**src/rtl/mtg_cell.sv**
```systemverilog
// One state word of the generator's shift chain.
// Depends on nothing; instantiated once per state word by the top level.
module mtg_cell (
  input  logic        clk,
  input  logic        en,
  input  logic [31:0] din,
  output logic [31:0] dout
);

  logic [31:0] word;

  // Take the neighbour's word whenever the chain advances
  always_ff @(posedge clk) begin
    if (en) begin
      word <= din;
    end
  end

  assign dout = word;

endmodule

```
**config.mk**
```make
export PLATFORM = sky130hd
export DESIGN_NAME = mtg_cell
export DESIGN_NICKNAME = d
export VERILOG_FILES = /design/src/rtl/mtg_cell.sv
export SDC_FILE = /design/constraint.sdc
export NUM_CORES = 1
export LEC_CHECK = 0
export ABC_AREA = 0
export BUFFER_PORTS_ARGS = -buffer_cell sky130_fd_sc_hd__buf_2
export CAP_MARGIN = 25
export CORE_MARGIN = 10
export CORE_UTILIZATION = 35
export CTS_CLUSTER_SIZE = 28
export DETAILED_ROUTE_END_ITERATION = 16
export PLACE_DENSITY = 0.7
export RECOVER_POWER = 25
export SYNTH_ARGS = -nofsm -noshare
export SYNTH_HDL_FRONTEND = slang
export SYNTH_SLANG_ARGS = --single-unit
```
**constraint.sdc**
```tcl
create_clock -name clk -period 0.8 [get_ports clk]
set_input_delay 0.16 -clock clk [delete_from_list [all_inputs] [get_ports clk]]
set_output_delay 0.16 -clock clk [all_outputs]
set_load 0.02 [all_outputs]
```
==> run summary <==
Routing
- number of design rule violations left after detail routing: 0
- detailed-route wire length per cell: 17.7 um
- number of vias per cell after detailed routing: 4.23
- number of design-rule violations left by the first detailed-router iteration: 12
- router iterations before antenna repair: 2
- via total after detailed routing: 706
- Final ANT Viol Nets: 0
- Detailed Route WL: 2950 um

Floorplanning
- Placeable Area: 2540 um2
- die footprint: 5240 um2
- chip width: 72.4 um
- # rows: 18
- # IOs: 66
- initial core utilization: 37.8%
- Vert. Die Dim: 72.4 um

Synthesis
- flip-flop and latch count after synthesis: 32
- Mapped Nets: 66
- share of the yosys chip area belonging to registers: 100%
- Yosys warning count: 0
- number of library cell types mapped by synthesis: 1
- post-synthesis cell area: 961 um2
- average size of a mapped cell: 30.0 um2
- cells after synthesis: 32

Flow run
- # Max-Cap Violations: 0

Global route
- GRT Max-Usage Layer: met2
- total grt overflow: 0
- initial antenna violation count: 0
- met2 Track Usage GR: 15.8%
- Total GRT Usage: 9.34%
- vias in the first global route: 715
- pin count of the biggest net entering global routing: 19
- global-route wire length before repair: 3640 um
- met1 track demand over resource: 8.22%
- fraction of met3 tracks used by global routing: 7.35%

Final layout
- Layout fillers: 174
- layout cells sized above 1: 51.8%
- Area Growth Syn to Fin: 95.4%
- area of the multi-input gates: 0 um2
- number of combinational gates with multiple inputs: 0
- Inserted Diodes: 0
- final-stage net count: 170
- Largest register FFs: 32
- most frequent cells in the layout: sky130_fd_sc_hd__buf_2 (35), sky130_fd_sc_hd__edfxtp_1 (32), sky130_fd_sc_hd__dlygate4sd3_1 (30), sky130_fd_sc_hd__buf_6 (29), sky130_fd_sc_hd__clkbuf_4 (5)
- most common cell after layout, fill and taps aside: sky130_fd_sc_hd__buf_2

Placement
- routability-driven placement congestion ratio: 0.651
- Post-Place Worst Slack: 31.4 ps
- port bufs: 65
- Detail Placement HPWL: 1900 um

Critical path
- critical-path cell with the highest stage delay: sky130_fd_sc_hd__edfxtp_1
- number of buffers and inverters on the critical path: 1
- required time at the worst-slack endpoint: 640 ps
- critical path's largest stage delay: 400 ps
- biggest fanout along the worst timing path: 1
- family of cells with the greatest summed delay on the critical path: flip-flops
- Critical Path, Cell by Cell: buf_2
- type of element capturing the critical path: output pin
- data arrival time of the critical path: 890 ps
- Critical Path Source Type: flip-flop
- critical setup path kind: flip-flop to output pin

Power and ir drop
- Leakage: 0.793 nW
- power density over the cells: 1890 nW/um2
- maximum vdd ir drop: 0.00151 V

Clocking
- cts bufs inserted: 5
- clock tree from TritonCTS: done
- Clock Pin Slew Worst Setup and Hold Paths: 90 ps
- H-tree Lvls: 2
- clock sink total: 32
- clock root buffer master: sky130_fd_sc_hd__clkbuf_4
- number of buffers between clock root and the deepest sink: 2

STA
- headroom to the max-slew limit: 75.6%
- min Tclk post-route: 1050 ps
- Final Worst Setup Slack: -252 ps
- final clock period utilization by the worst path: 131%
- setup tns final: -6990 ps
- top achievable clock speed: 951 MHz
- final hold slack: 17.1 ps
- Finish-stage setup viols: 32
- slew at the pin closest to its max-slew limit: 366 ps
- number of max-slew violations in the final report: 0
- unrepaired setup endpoints after global routing: true
- number of hold violations in the final report: 0

Run status
- result of the run: finished with violations
- violated checks: negative setup slack

Min path
- type of the worst min-delay path: primary input to flip-flop

[metal layers]
layer	wire length, um	part of all wire, %
met2	1750	59
met4	17	0.58
met3	306	10
met1	876	30
met5	0	0
[where the power goes]
| group | internal [mW] | switching [mW] | total (mW) |
|---|---|---|---|
| combinational | 0.376 | 0.297 | 0.673 |
| clock | 0.337 | 0.481 | 0.819 |
| sequential | 1.99 | 0.0608 | 2.05 |
| total | 2.71 | 0.839 | 3.55 |
[per-stage QoR]
step                power [mW]  util (%)  area, um2  instances
floorplan                 2.24         -        961         32
global placement          2.48      53.6       1360        129
detailed placement        2.50      53.6       1360        129
CTS                       3.38      59.7       1520        139
global route              3.72      73.8       1880        167
finish                    3.55      73.8       1880        167
[cell families after synthesis]
logic type,synth area share [%]
flops,100
[worst paths after layout]
path	startpoint	end	slack (ps)	cells after the start
worst max-delay path	dout[21]$_DFFE_PP_	dout[21]	-250	1
worst min-delay path	din[1]	dout[1]$_DFFE_PP_	20	1
[cell usage after synthesis]
| cell | instances | area [um2] |
|---|---|---|
| sky130_fd_sc_hd__edfxtp_1 | 32 | 961 |
[final cells by class]
class                 instances  area, um2  share of cell area, %
tap                          30       37.5                   2.00
clock inverter                1       3.75                  0.200
clock buffer                  7       45.0                   2.40
timing repair buffer         97        831                   44.2
sequential                   32        961                   51.2
[what timing repair did]
action,CTS,global route
setup endpoints to repair,32,32
setup buffers,0,0
hold buffers,2,28
gates resized for setup,28,30
hold endpoints to repair,2,28
pin swaps,0,0
No activity file was read; power rests on OpenSTA's default activity.
